==> src/srtf_pkg.sv <==
package srtf_pkg;

	localparam int SLOTS_DEF = 16;

	localparam logic KIND_ARRIVE = 1'b0;
	localparam logic KIND_TICK   = 1'b1;

	localparam logic [1:0] ST_DONE = 2'd0;
	localparam logic [1:0] ST_FULL = 2'd1;
	localparam logic [1:0] ST_ZERO = 2'd2;

	typedef struct packed {
		logic        kind;
		logic [7:0]  job_id;
		logic [15:0] job_burst;
	} req_t;

	typedef struct packed {
		logic [1:0]  status;
		logic [7:0]  done_id;
		logic [31:0] arrived_at;
		logic [15:0] burst_length;
		logic [31:0] waiting_time;
		logic [31:0] turnaround_time;
	} rsp_t;

	typedef struct packed {
		logic [7:0]  job;
		logic [31:0] arrival;
		logic [15:0] burst;
		logic [15:0] remaining;
	} entry_t;

	typedef struct packed {
		logic take_item;
		logic find_step;
		logic scan_issue;
		logic tick_done;
		logic fetch;
		logic update;
		logic load_reject;
		logic report;
	} cmd_t;

	typedef struct packed {
		logic is_tick;
		logic burst_zero;
		logic full;
		logic slot_free;
		logic scan_last;
		logic found;
		logic rem_last;
		logic out_free;
	} stat_t;

endpackage

==> src/srtf_ram.sv <==
module srtf_ram #(
	parameter int WIDTH = 8,
	parameter int DEPTH = 16
) (
	input  logic                     clk,
	input  logic                     we,
	input  logic [$clog2(DEPTH)-1:0] waddr,
	input  logic [WIDTH-1:0]         wdata,
	input  logic [$clog2(DEPTH)-1:0] raddr,
	output logic [WIDTH-1:0]         rdata
);

	logic [WIDTH-1:0] mem [DEPTH];

	always_ff @(posedge clk) begin
		if (we) begin
			mem[waddr] <= wdata;
		end
		rdata <= mem[raddr];
	end

endmodule

==> src/srtf_ctrl.sv <==
module srtf_ctrl (
	input  logic           clk,
	input  logic           arst_n,
	input  logic           req_valid,
	output logic           req_stall,
	input  srtf_pkg::stat_t stat,
	output srtf_pkg::cmd_t  cmd
);
	import srtf_pkg::*;

	typedef enum logic [7:0] {
		S_IDLE     = 8'b0000_0001,
		S_DISPATCH = 8'b0000_0010,
		S_FIND     = 8'b0000_0100,
		S_SCAN     = 8'b0000_1000,
		S_DRAIN    = 8'b0001_0000,
		S_FETCH    = 8'b0010_0000,
		S_UPDATE   = 8'b0100_0000,
		S_REPORT   = 8'b1000_0000
	} state_t;

	state_t state_q, state_d;

	always_comb begin
		state_d   = state_q;
		cmd       = '0;
		req_stall = 1'b1;
		case (state_q)
			S_IDLE: begin
				req_stall = 1'b0;
				if (req_valid) begin
					cmd.take_item = 1'b1;
					state_d       = S_DISPATCH;
				end
			end
			S_DISPATCH: begin
				if (stat.is_tick) begin
					state_d = S_SCAN;
				end else if (stat.burst_zero || stat.full) begin
					cmd.load_reject = 1'b1;
					state_d         = S_REPORT;
				end else begin
					state_d = S_FIND;
				end
			end
			S_FIND: begin
				cmd.find_step = 1'b1;
				if (stat.slot_free) begin
					state_d = S_IDLE;
				end
			end
			S_SCAN: begin
				cmd.scan_issue = 1'b1;
				if (stat.scan_last) begin
					state_d = S_DRAIN;
				end
			end
			S_DRAIN: begin
				cmd.tick_done = 1'b1;
				state_d       = S_FETCH;
			end
			S_FETCH: begin
				if (stat.found) begin
					cmd.fetch = 1'b1;
					state_d   = S_UPDATE;
				end else begin
					state_d = S_IDLE;
				end
			end
			S_UPDATE: begin
				cmd.update = 1'b1;
				state_d    = stat.rem_last ? S_REPORT : S_IDLE;
			end
			S_REPORT: begin
				if (stat.out_free) begin
					cmd.report = 1'b1;
					state_d    = S_IDLE;
				end
			end
			default: begin
				state_d = S_IDLE;
			end
		endcase
	end

	always_ff @(posedge clk or negedge arst_n) begin
		if (!arst_n) begin
			state_q <= S_IDLE;
		end else begin
			state_q <= state_d;
		end
	end

	// A result is only reported after a completion or a rejected arrival.
	a_report_src: assert property (@(posedge clk) disable iff (!arst_n)
		state_q == S_REPORT |-> $past(state_q) == S_REPORT
			|| $past(state_q) == S_UPDATE || $past(state_q) == S_DISPATCH)
		else $error("report entered from wrong state");

	a_scan_exit: assert property (@(posedge clk) disable iff (!arst_n)
		state_q == S_DRAIN |=> state_q == S_FETCH)
		else $error("drain did not move to fetch");

	a_onehot: assert property (@(posedge clk) disable iff (!arst_n)
		$onehot(state_q))
		else $error("state register not one-hot");

endmodule

==> src/srtf_dp.sv <==
module srtf_dp #(
	parameter int SLOTS = srtf_pkg::SLOTS_DEF
) (
	input  logic            clk,
	input  logic            arst_n,
	input  srtf_pkg::req_t  req,
	input  srtf_pkg::cmd_t  cmd,
	output srtf_pkg::stat_t stat,
	output logic            rsp_valid,
	input  logic            rsp_stall,
	output srtf_pkg::rsp_t  rsp
);
	import srtf_pkg::*;

	localparam int IW = $clog2(SLOTS);
	localparam int CW = $clog2(SLOTS + 1);
	localparam int EW = $bits(entry_t);

	req_t               item_q;
	logic [SLOTS-1:0]   valid_q;
	logic [CW-1:0]      count_q;
	logic [31:0]        time_q;
	logic [IW-1:0]      idx_q;
	logic [IW-1:0]      idx_s1;
	logic               pend_s1;
	logic               found_q;
	logic [15:0]        best_rem_q;
	logic [IW-1:0]      best_idx_q;
	rsp_t               res_q;
	rsp_t               out_q;
	logic               out_valid_q;

	entry_t             rd_entry;
	logic [EW-1:0]      rd_bits;
	logic               we;
	logic [IW-1:0]      waddr;
	entry_t             wentry;
	logic [IW-1:0]      raddr;
	logic               better;

	assign rd_entry = entry_t'(rd_bits);
	assign raddr    = cmd.fetch ? best_idx_q : idx_q;
	assign better   = !found_q || (rd_entry.remaining < best_rem_q);

	always_comb begin
		we     = 1'b0;
		waddr  = idx_q;
		wentry = '{job: item_q.job_id, arrival: time_q, burst: item_q.job_burst,
			remaining: item_q.job_burst};
		if (cmd.find_step && !valid_q[idx_q]) begin
			we = 1'b1;
		end else if (cmd.update && !stat.rem_last) begin
			we               = 1'b1;
			waddr            = best_idx_q;
			wentry           = rd_entry;
			wentry.remaining = rd_entry.remaining - 16'd1;
		end
	end

	srtf_ram #(.WIDTH(EW), .DEPTH(SLOTS)) u_ram (
		.clk   (clk),
		.we    (we),
		.waddr (waddr),
		.wdata (EW'(wentry)),
		.raddr (raddr),
		.rdata (rd_bits)
	);

	always_comb begin
		stat.is_tick    = item_q.kind == KIND_TICK;
		stat.burst_zero = item_q.job_burst == 16'd0;
		stat.full       = count_q == CW'(SLOTS);
		stat.slot_free  = !valid_q[idx_q];
		stat.scan_last  = idx_q == IW'(SLOTS - 1);
		stat.found      = found_q;
		stat.rem_last   = rd_entry.remaining == 16'd1;
		stat.out_free   = !out_valid_q || !rsp_stall;
	end

	always_ff @(posedge clk or negedge arst_n) begin
		if (!arst_n) begin
			valid_q     <= '0;
			count_q     <= '0;
			time_q      <= '0;
			idx_q       <= '0;
			pend_s1     <= 1'b0;
			found_q     <= 1'b0;
			out_valid_q <= 1'b0;
		end else begin
			pend_s1 <= 1'b0;
			if (cmd.take_item) begin
				idx_q   <= '0;
				found_q <= 1'b0;
			end
			if (cmd.find_step) begin
				if (!valid_q[idx_q]) begin
					valid_q[idx_q] <= 1'b1;
					count_q        <= count_q + CW'(1);
				end else begin
					idx_q <= idx_q + IW'(1);
				end
			end
			if (cmd.scan_issue) begin
				pend_s1 <= valid_q[idx_q];
				if (!stat.scan_last) begin
					idx_q <= idx_q + IW'(1);
				end
			end
			// fold the slot read last cycle into the running minimum
			if (pend_s1 && better) begin
				found_q <= 1'b1;
			end
			if (cmd.tick_done) begin
				time_q <= time_q + 32'd1;
			end
			if (cmd.update && stat.rem_last) begin
				valid_q[best_idx_q] <= 1'b0;
				count_q             <= count_q - CW'(1);
			end
			if (cmd.report) begin
				out_valid_q <= 1'b1;
			end else if (!rsp_stall) begin
				out_valid_q <= 1'b0;
			end
		end
	end

	always_ff @(posedge clk) begin
		if (cmd.take_item) begin
			item_q <= req;
		end
		idx_s1 <= idx_q;
		if (pend_s1 && better) begin
			best_rem_q <= rd_entry.remaining;
			best_idx_q <= idx_s1;
		end
		if (cmd.load_reject) begin
			res_q.status          <= stat.burst_zero ? ST_ZERO : ST_FULL;
			res_q.done_id         <= item_q.job_id;
			res_q.arrived_at      <= time_q;
			res_q.burst_length    <= item_q.job_burst;
			res_q.waiting_time    <= '0;
			res_q.turnaround_time <= '0;
		end else if (cmd.update) begin
			res_q.status          <= ST_DONE;
			res_q.done_id         <= rd_entry.job;
			res_q.arrived_at      <= rd_entry.arrival;
			res_q.burst_length    <= rd_entry.burst;
			res_q.waiting_time    <= time_q - rd_entry.arrival - 32'(rd_entry.burst);
			res_q.turnaround_time <= time_q - rd_entry.arrival;
		end
		if (cmd.report) begin
			out_q <= res_q;
		end
	end

	assign rsp_valid = out_valid_q;
	assign rsp       = out_q;

	a_count: assert property (@(posedge clk) disable iff (!arst_n)
		count_q == CW'($countones(valid_q)))
		else $error("occupancy count out of step with valid bits");

	a_time: assert property (@(posedge clk) disable iff (!arst_n)
		time_q != $past(time_q) |-> time_q == $past(time_q) + 32'd1)
		else $error("time moved by more than one");

	a_no_overwrite: assert property (@(posedge clk) disable iff (!arst_n)
		we && cmd.find_step |-> !valid_q[waddr])
		else $error("arrival written over a live slot");

	a_report_free: assert property (@(posedge clk) disable iff (!arst_n)
		cmd.report |-> !out_valid_q || !rsp_stall)
		else $error("result loaded over a waiting one");

endmodule

==> src/shortest_remaining_time_scheduler_core.sv <==
// Preemptive shortest-remaining-time-first scheduler.
// req channel (req_valid/req_stall, payload req): kind selects an arrival,
// which stores job_id and job_burst in the lowest free slot stamped with the
// current time, or a tick, which serves one time unit to the live job with
// the least remaining time (lower slot wins ties) and then advances time.
// rsp channel (rsp_valid/rsp_stall, payload rsp): one item per completed job
// and per rejected arrival (table full or zero burst); other items give none.
// One item is in work at a time; req_stall is low only while idle.
// Per item: an accepted arrival probes slots upward from slot 0 until one is
// free; a rejected arrival goes to staging its result on rsp; a tick walks the
// whole slot table, one read of the table memory per cycle, then serves the
// chosen job, if any, and stages a result when that job completes.
// While rsp is stalled a staged result holds in the output register; the
// next item is taken meanwhile, and a further result waits for that register.
// Reset empties the table and clears time to zero; no clearing pass is needed.
module shortest_remaining_time_scheduler_core #(
	parameter int SLOTS = srtf_pkg::SLOTS_DEF
) (
	input  logic           clk,
	input  logic           arst_n,
	input  logic           req_valid,
	output logic           req_stall,
	input  srtf_pkg::req_t req,
	output logic           rsp_valid,
	input  logic           rsp_stall,
	output srtf_pkg::rsp_t rsp
);
	import srtf_pkg::*;

	cmd_t  cmd;
	stat_t stat;

	srtf_ctrl u_ctrl (
		.clk       (clk),
		.arst_n    (arst_n),
		.req_valid (req_valid),
		.req_stall (req_stall),
		.stat      (stat),
		.cmd       (cmd)
	);

	srtf_dp #(.SLOTS(SLOTS)) u_dp (
		.clk       (clk),
		.arst_n    (arst_n),
		.req       (req),
		.cmd       (cmd),
		.stat      (stat),
		.rsp_valid (rsp_valid),
		.rsp_stall (rsp_stall),
		.rsp       (rsp)
	);

endmodule

==> config.mk <==
export PLATFORM = sky130hd
export DESIGN_NAME = shortest_remaining_time_scheduler_core
export DESIGN_NICKNAME = d
export VERILOG_FILES = /design/src/srtf_pkg.sv /design/src/srtf_ram.sv /design/src/srtf_ctrl.sv /design/src/srtf_dp.sv /design/src/shortest_remaining_time_scheduler_core.sv
export SDC_FILE = /design/constraint.sdc
export NUM_CORES = 2
export LEC_CHECK = 0
export ABC_CLOCK_PERIOD_IN_PS = 20200
export BUFFER_PORTS_ARGS = -buffer_cell sky130_fd_sc_hd__buf_2
export CAP_MARGIN = 15
export CORE_MARGIN = 2
export CORE_UTILIZATION = 45
export DETAILED_ROUTE_END_ITERATION = 6
export PLACE_DENSITY = 0.69
export SLEW_MARGIN = 20
export SYNTH_ARGS = -nofsm -noshare
export SYNTH_HDL_FRONTEND = slang
export SYNTH_SLANG_ARGS = --single-unit
==> constraint.sdc <==
create_clock -name clk -period 20.2 [get_ports clk]
set_clock_uncertainty 0.15 [all_clocks]
set_input_delay 2.02 -clock clk [delete_from_list [all_inputs] [get_ports clk]]
set_output_delay 2.02 -clock clk [all_outputs]
set_load 0.03 [all_outputs]
**After elaboration in Yosys (flattened, before gate mapping)**

Memory sizes are Yosys's and may differ from the RTL's. A register that Yosys moved wholly into a read port is not among the register bits.
Cells that the tools add are included.

- Mux-type cells: 57
- Eq/ne operators: 17
- Reductions and logical operators: 20
- Bitwise gates (word level): 3
- Order comparisons: 5
- Add/subtract/negate cells: 7

Operators by type and width:

| cell | number |
|---|---|
| two-way mux 122 bit | 2 |
| two-way mux 72 bit | 2 |
| one-hot mux 8 bit (8 select lines) | 1 |
| two-way mux 8 bit | 7 |
| two-way mux 16 bit | 3 |
| adder 32 x 1 -> 32 bit (second input constant) | 1 |
| two-way mux 4 bit | 8 |
| subtractor 32 x 16 -> 32 bit | 1 |
| subtractor 32 bit | 1 |
| two-way mux 1 bit | 26 |
| AND 16 bit | 1 |
| == test 16 x 1 -> 1 bit (second input constant) | 1 |
| zero test 16 bit | 1 |
| less-than comparator 16 bit | 1 |
| NOT 16 bit | 1 |
| OR 16 bit | 1 |
| subtractor 16 x 1 -> 16 bit (second input constant) | 1 |
| two-way mux 5 bit | 3 |
| less-than comparator 4 x 5 -> 1 bit (second input constant) | 2 |
| inequality test 2 bit (second input constant) | 5 |
| demux 1 bit (select 4 bit) | 2 |
| == test 8 x 1 -> 1 bit (second input constant) | 1 |
| == test 8 x 2 -> 1 bit (second input constant) | 1 |
| == test 8 x 3 -> 1 bit (second input constant) | 1 |
| other kinds (21) | 35 |

- Word-level logic and storage cells: 136
- Output and inout port bits: 124
- Bits in registers: 361
- Bits in writable memories: 1152
- Memories kept: 1

Memories:

| memory | words | bits a word | rd ports | clocked after Yosys merged registers in | write ports | line | text |
|---|---|---|---|---|---|---|---|
| u_dp.u_ram.mem | 16 | 72 | 1 | 1 | 1 | srtf_ram.sv:13 | `logic [WIDTH-1:0] mem [DEPTH];` |

**Longest topological paths before layout**

- Depth in word-level cells: 9
- Mapped depth: 20
- Mapped depth without buffers: 20

**By module**

Synthesis repeated with hierarchy kept, for this count alone.

- Cell total of the unflattened synthesis: 3504
- Area total of the unflattened synthesis: 62402.3 µm²

By module, submodules not included:

| module | instances | sequential area each (µm²) | cells each | area an instance (µm²) |
|---|---|---|---|---|
| srtf_ram | 1 | 36034.6 | 1850 | 44550.2 |
| srtf_dp | 1 | 9619.2 | 1580 | 17256.6 |
| srtf_ctrl | 1 | 201.4 | 74 | 595.6 |

**Least setup slack after synthesis**

No wires, ideal clock.

- Path kind: in2reg
- Start point: in rsp_stall
- End point: reg u_dp.out_q, in the netlist u_dp.rsp[0] (enable)
- Cell stages on the path: 1
- Path slack: 11491 ps
- Arrival time: 7916 ps
- Library setup time: 643 ps
- Buffers on the path: 0
- Path through: a21oi_1

- Cells in the longest elaborated chain, start to end: 4

Ends and longest elaborated chain:

| element | line | text |
|---|---|---|
| start: declaration | shortest_remaining_time_scheduler_core.sv:25 | `input logic rsp_stall,` |
| zero test 1 bit | srtf_dp.sv:77 | `stat.out_free = !out_valid_q \|\| !rsp_stall;` |
| logical OR 1 bit | srtf_dp.sv:77 |  |
| two-way mux 1 bit | srtf_ctrl.sv:75 | `if (stat.out_free) begin` |
| two-way mux 1 bit | srtf_ctrl.sv:28 | `case (state_q)` |
| end signal: assignment | srtf_dp.sv:153 | `out_q <= res_q;` |
| end: declaration | srtf_dp.sv:30 | `rsp_t out_q;` |

Every way passes these cells.
A chain may end at the register's enable or synchronous reset.

**Final worst setup path**

- Start point: reg u_ctrl.state_q[1]
- End point: reg u_dp.u_ram.rdata[62] (read register of u_dp.u_ram.mem)

- Cells in the longest elaborated chain, start to end: 3

Ends and longest elaborated chain:

| element | line | text |
|---|---|---|
| start: declaration | srtf_ctrl.sv:22 | `state_t state_q, state_d;` |
| start signal: assignment | srtf_ctrl.sv:90 | `state_q <= state_d;` |
| == test 8 x 6 -> 1 bit | srtf_ctrl.sv:28 |  |
| two-way mux 1 bit | srtf_ctrl.sv:28 |  |
| two-way mux 4 bit | srtf_dp.sv:42 | `assign raddr = cmd.fetch ? best_idx_q : idx_q;` |
| end: declaration | srtf_ram.sv:10 | `output logic [WIDTH-1:0] rdata` |

Every way passes these cells.

==> results.json <==
{
  "period_share_pct": 33.1,
  "crit_required_ns": 20.65,
  "via_count": 33700,
  "die_y_um": 376,
  "synthToLayoutAreaGrowth_pct": 13.6,
  "r2r-start": "u_ctrl.state_q[1]$_DFFE_PN0P_",
  "cts_resized": 0,
  "grt_pass1_wl_mm": 219,
  "fin_ws_ns": 13.52,
  "min_to": "u_dp.best_idx_q[0]$_DFFE_PP_",
  "rsz0062_at_grt": "false",
  "synth.avg_cell_area_um2": 17.4,
  "drc": 0,
  "drt-pass1-iter-count": 5,
  "htreeDepth": 4,
  "drt_iter0_drc": 4045,
  "clock.fmax_mhz": 150,
  "synth_cell_types": 72,
  "max-slew-margin-rel_pct": 22.1,
  "drv_cap": 0,
  "worst-r2r-cell-count": 11,
  "syn-cell-area_um2": 62200,
  "path_delay_family": "buffers and inverters",
  "cts_tree": "yes",
  "ant_nets": 0,
  "post_cts_buffers": 0,
  "cts.sinks": 1585,
  "clock_path_buffers": 3,
  "clk_root_buffer_cell": "clkbuf_16",
  "tightest_slew_ns": 1.17,
  "dp_hpwl_mm": 82.0,
  "final_core_util_pct": 51.5,
  "numCtsBuffers": 153,
  "ios": 153,
  "ys_dominant_reg_cell": "edfxtp_1",
  "final_nets": 3939,
  "initial_utilization_pct": 45.3,
  "powerDensity_nw_per_um2": 111,
  "p_leak_uw": 0.0246,
  "globalplace.congestion": 0.876,
  "fillers": 10800,
  "clkTransAtPathRegs_ns": 0.07,
  "crit_slowest_cell": "mux2i_4",
  "holdBufCountCts": 0,
  "hold_depth": 0,
  "antenna_found_initial": 3,
  "rrSetupSlack_ns": 13.52,
  "drv_slew": 0,
  "grt_overflow": 0,
  "chipWidth_um": 376,
  "pre_cts_ws_ns": 13.35,
  "crit_buf_inv": 3,
  "crit_chain": "or4_1 > nor3_1 > nand4b_1 > mux2i_4 > buf_4 > buf_12 > buf_4 > mux4_2 > and2_1 > a211oi_1 > a31oi_1",
  "status": "finished clean",
  "avgViaCountPerCell": 5.85,
  "ys_seq_elements": 1585,
  "async_flop_share_pct": 4.29,
  "seq_area_frac_synth_pct": 73.7,
  "fin_crit_ns": 6.68,
  "worstSetupPathType": "flip-flop to flip-flop",
  "grt_max_degree": 134,
  "hp-start": "u_dp.idx_s1[0]$_DFF_P_",
  "cpPeakStageDelay_ns": 0.97,
  "layout-drive-gt1-share_pct": 21.2,
  "syn-instance-count": 3585,
  "report.final.hold_viol_count": 0,
  "wl_mm": 149,
  "synth-edff-count": 1377,
  "wire_per_inst_um": 25.9,
  "critPathLaunchType": "flip-flop",
  "p_total_uw": 7810,
  "synth_nets": 3690,
  "ir_worst_vdd_uv": 91.8,
  "yosysWarnings": 0,
  "port_buffers": 152,
  "setup_viol": 0,
  "final_cell_mix": "edfxtp_1 (1377), nand2_1 (384), mux4_2 (293), o21ai_0 (168), clkbuf_16 (157)",
  "grt.total_usage_pct": 21.1,
  "final_common_cell": "edfxtp_1",
  "grt_pass1_vias": 33000,
  "cp-end-kind": "flip-flop",
  "clock_latency_ns": 0.79,
  "tns_ns": 0,
  "critPathMostFrequentCell": "buf_4",
  "die_area_um2": 141000,
  "rows": 136,
  "r2r_end": "u_dp.u_ram.rdata[62]$_DFF_P_",
  "arrival_ns": 7.13,
  "fp.coreArea_um2": 137000,
  "cp_max_fo": 105,
  "hp-class": "flip-flop to flip-flop"
}
## routing by layer
metal	global-route usage, %	up-vias	wire [um]	part of all wire (%)
met3	4.30	238	13400	9.0
met1	29.7	17400	61400	41
met4	6.46	0	4100	2.8
met2	33.2	1545	69900	47
met5	0	-	0	0
li1	-	14500	-	-
## cells in the mapped netlist, types with 17 or more instances
master | count | area share [%]
a211oi_1 | 75 | 0.91
o21ai_0 | 171 | 1.4
edfxtp_1 | 1377 | 66
buf_1 | 17 | 0.10
nor3_1 | 22 | 0.18
nand4_1 | 18 | 0.18
inv_1 | 88 | 0.53
buf_2 | 23 | 0.19
nand2_1 | 386 | 2.3
dfxtp_1 | 140 | 4.5
and3_1 | 17 | 0.17
ha_1 | 73 | 1.5
mux4_2 | 293 | 11
clkbuf_1 | 109 | 0.66
a21o_1 | 28 | 0.34
a21oi_1 | 91 | 0.73
xor2_1 | 39 | 0.55
xnor2_1 | 67 | 0.94
a31oi_1 | 86 | 0.86
buf_4 | 17 | 0.21
dfrtp_1 | 67 | 2.7
and2_1 | 79 | 0.79
nand3_1 | 71 | 0.57
nor2_1 | 72 | 0.43
## state kept, by name, summed over array words and instances, names as in the netlist, 4 cells and up
register and cells:
u_dp.item_q 24, u_dp.valid_q 16, u_dp.time_q 32, u_dp.u_ram.rdata 72, u_dp.best_idx_q 4, u_ctrl.state_q 8
u_dp.u_ram.mem 1152, u_dp.best_rem_q 16, u_dp.rsp 122, u_dp.idx_s1 4, u_dp.res_q 122, u_dp.idx_q 4
u_dp.count_q 5
## metrics by stage
stage               instances  hold slack [ns]  instance area, um2
floorplan                3585            0.195               62200
global placement         5472            0.237               65500
detailed placement       5473            0.241               65500
CTS                      5757            0.256               70700
global route             5757            0.263               70700
finish                   5758            0.255               70700
## power by group
part           leakage (uW)  switching [uW]  internal (uW)  total [uW]
Combinational       0.00726             682            451        1130
Clock               0.00251            1220           1670        2900
Sequential           0.0149            78.1           3700        3780
## area by class of cell
class / instances / area [um2] / area share, %
Timing Repair Buffer: 272 / 1700 / 2.40
Clock buffer: 212 / 4310 / 6.09
Multi-Input combinational cell: 1734 / 15400 / 21.8
Antenna cell: 1 / 2.50 / 0.00354
Tap cell: 1794 / 2240 / 3.18
Clock inverter: 72 / 847 / 1.20
Sequential cell: 1585 / 45900 / 64.9
Inverter: 88 / 332 / 0.469
## logic make-up (layout without fill, tap and decap cells)
logic type,after synthesis,after routing,synth area share (%)
mux,300,300,10.7
buf+inv,266,644,1.86
other cells,0,1,0
fa+ha+maj,76,76,1.56
xor+xnor,106,106,1.49
compound gates,517,517,5.13
simple gates,735,735,5.51
flops,1585,1585,73.7
## worst max-delay path by stage
stage | cells after the start | to | startpoint
global placement | 11 | u_dp.u_ram.rdata[61]$_DFF_P_ | u_ctrl.state_q[1]$_DFFE_PN0P_
global route | 11 | u_dp.u_ram.rdata[60]$_DFF_P_ | u_ctrl.state_q[3]$_DFFE_PN0P_
detailed placement | 11 | u_dp.u_ram.rdata[62]$_DFF_P_ | u_ctrl.state_q[1]$_DFFE_PN0P_
floorplan | 1 | u_dp.rsp[0]$_DFFE_PP_ | rsp_stall
finish | 11 | u_dp.u_ram.rdata[62]$_DFF_P_ | u_ctrl.state_q[1]$_DFFE_PN0P_
CTS | 11 | u_dp.u_ram.rdata[62]$_DFF_P_ | u_ctrl.state_q[1]$_DFFE_PN0P_
(Power assumes the default switching activity.)
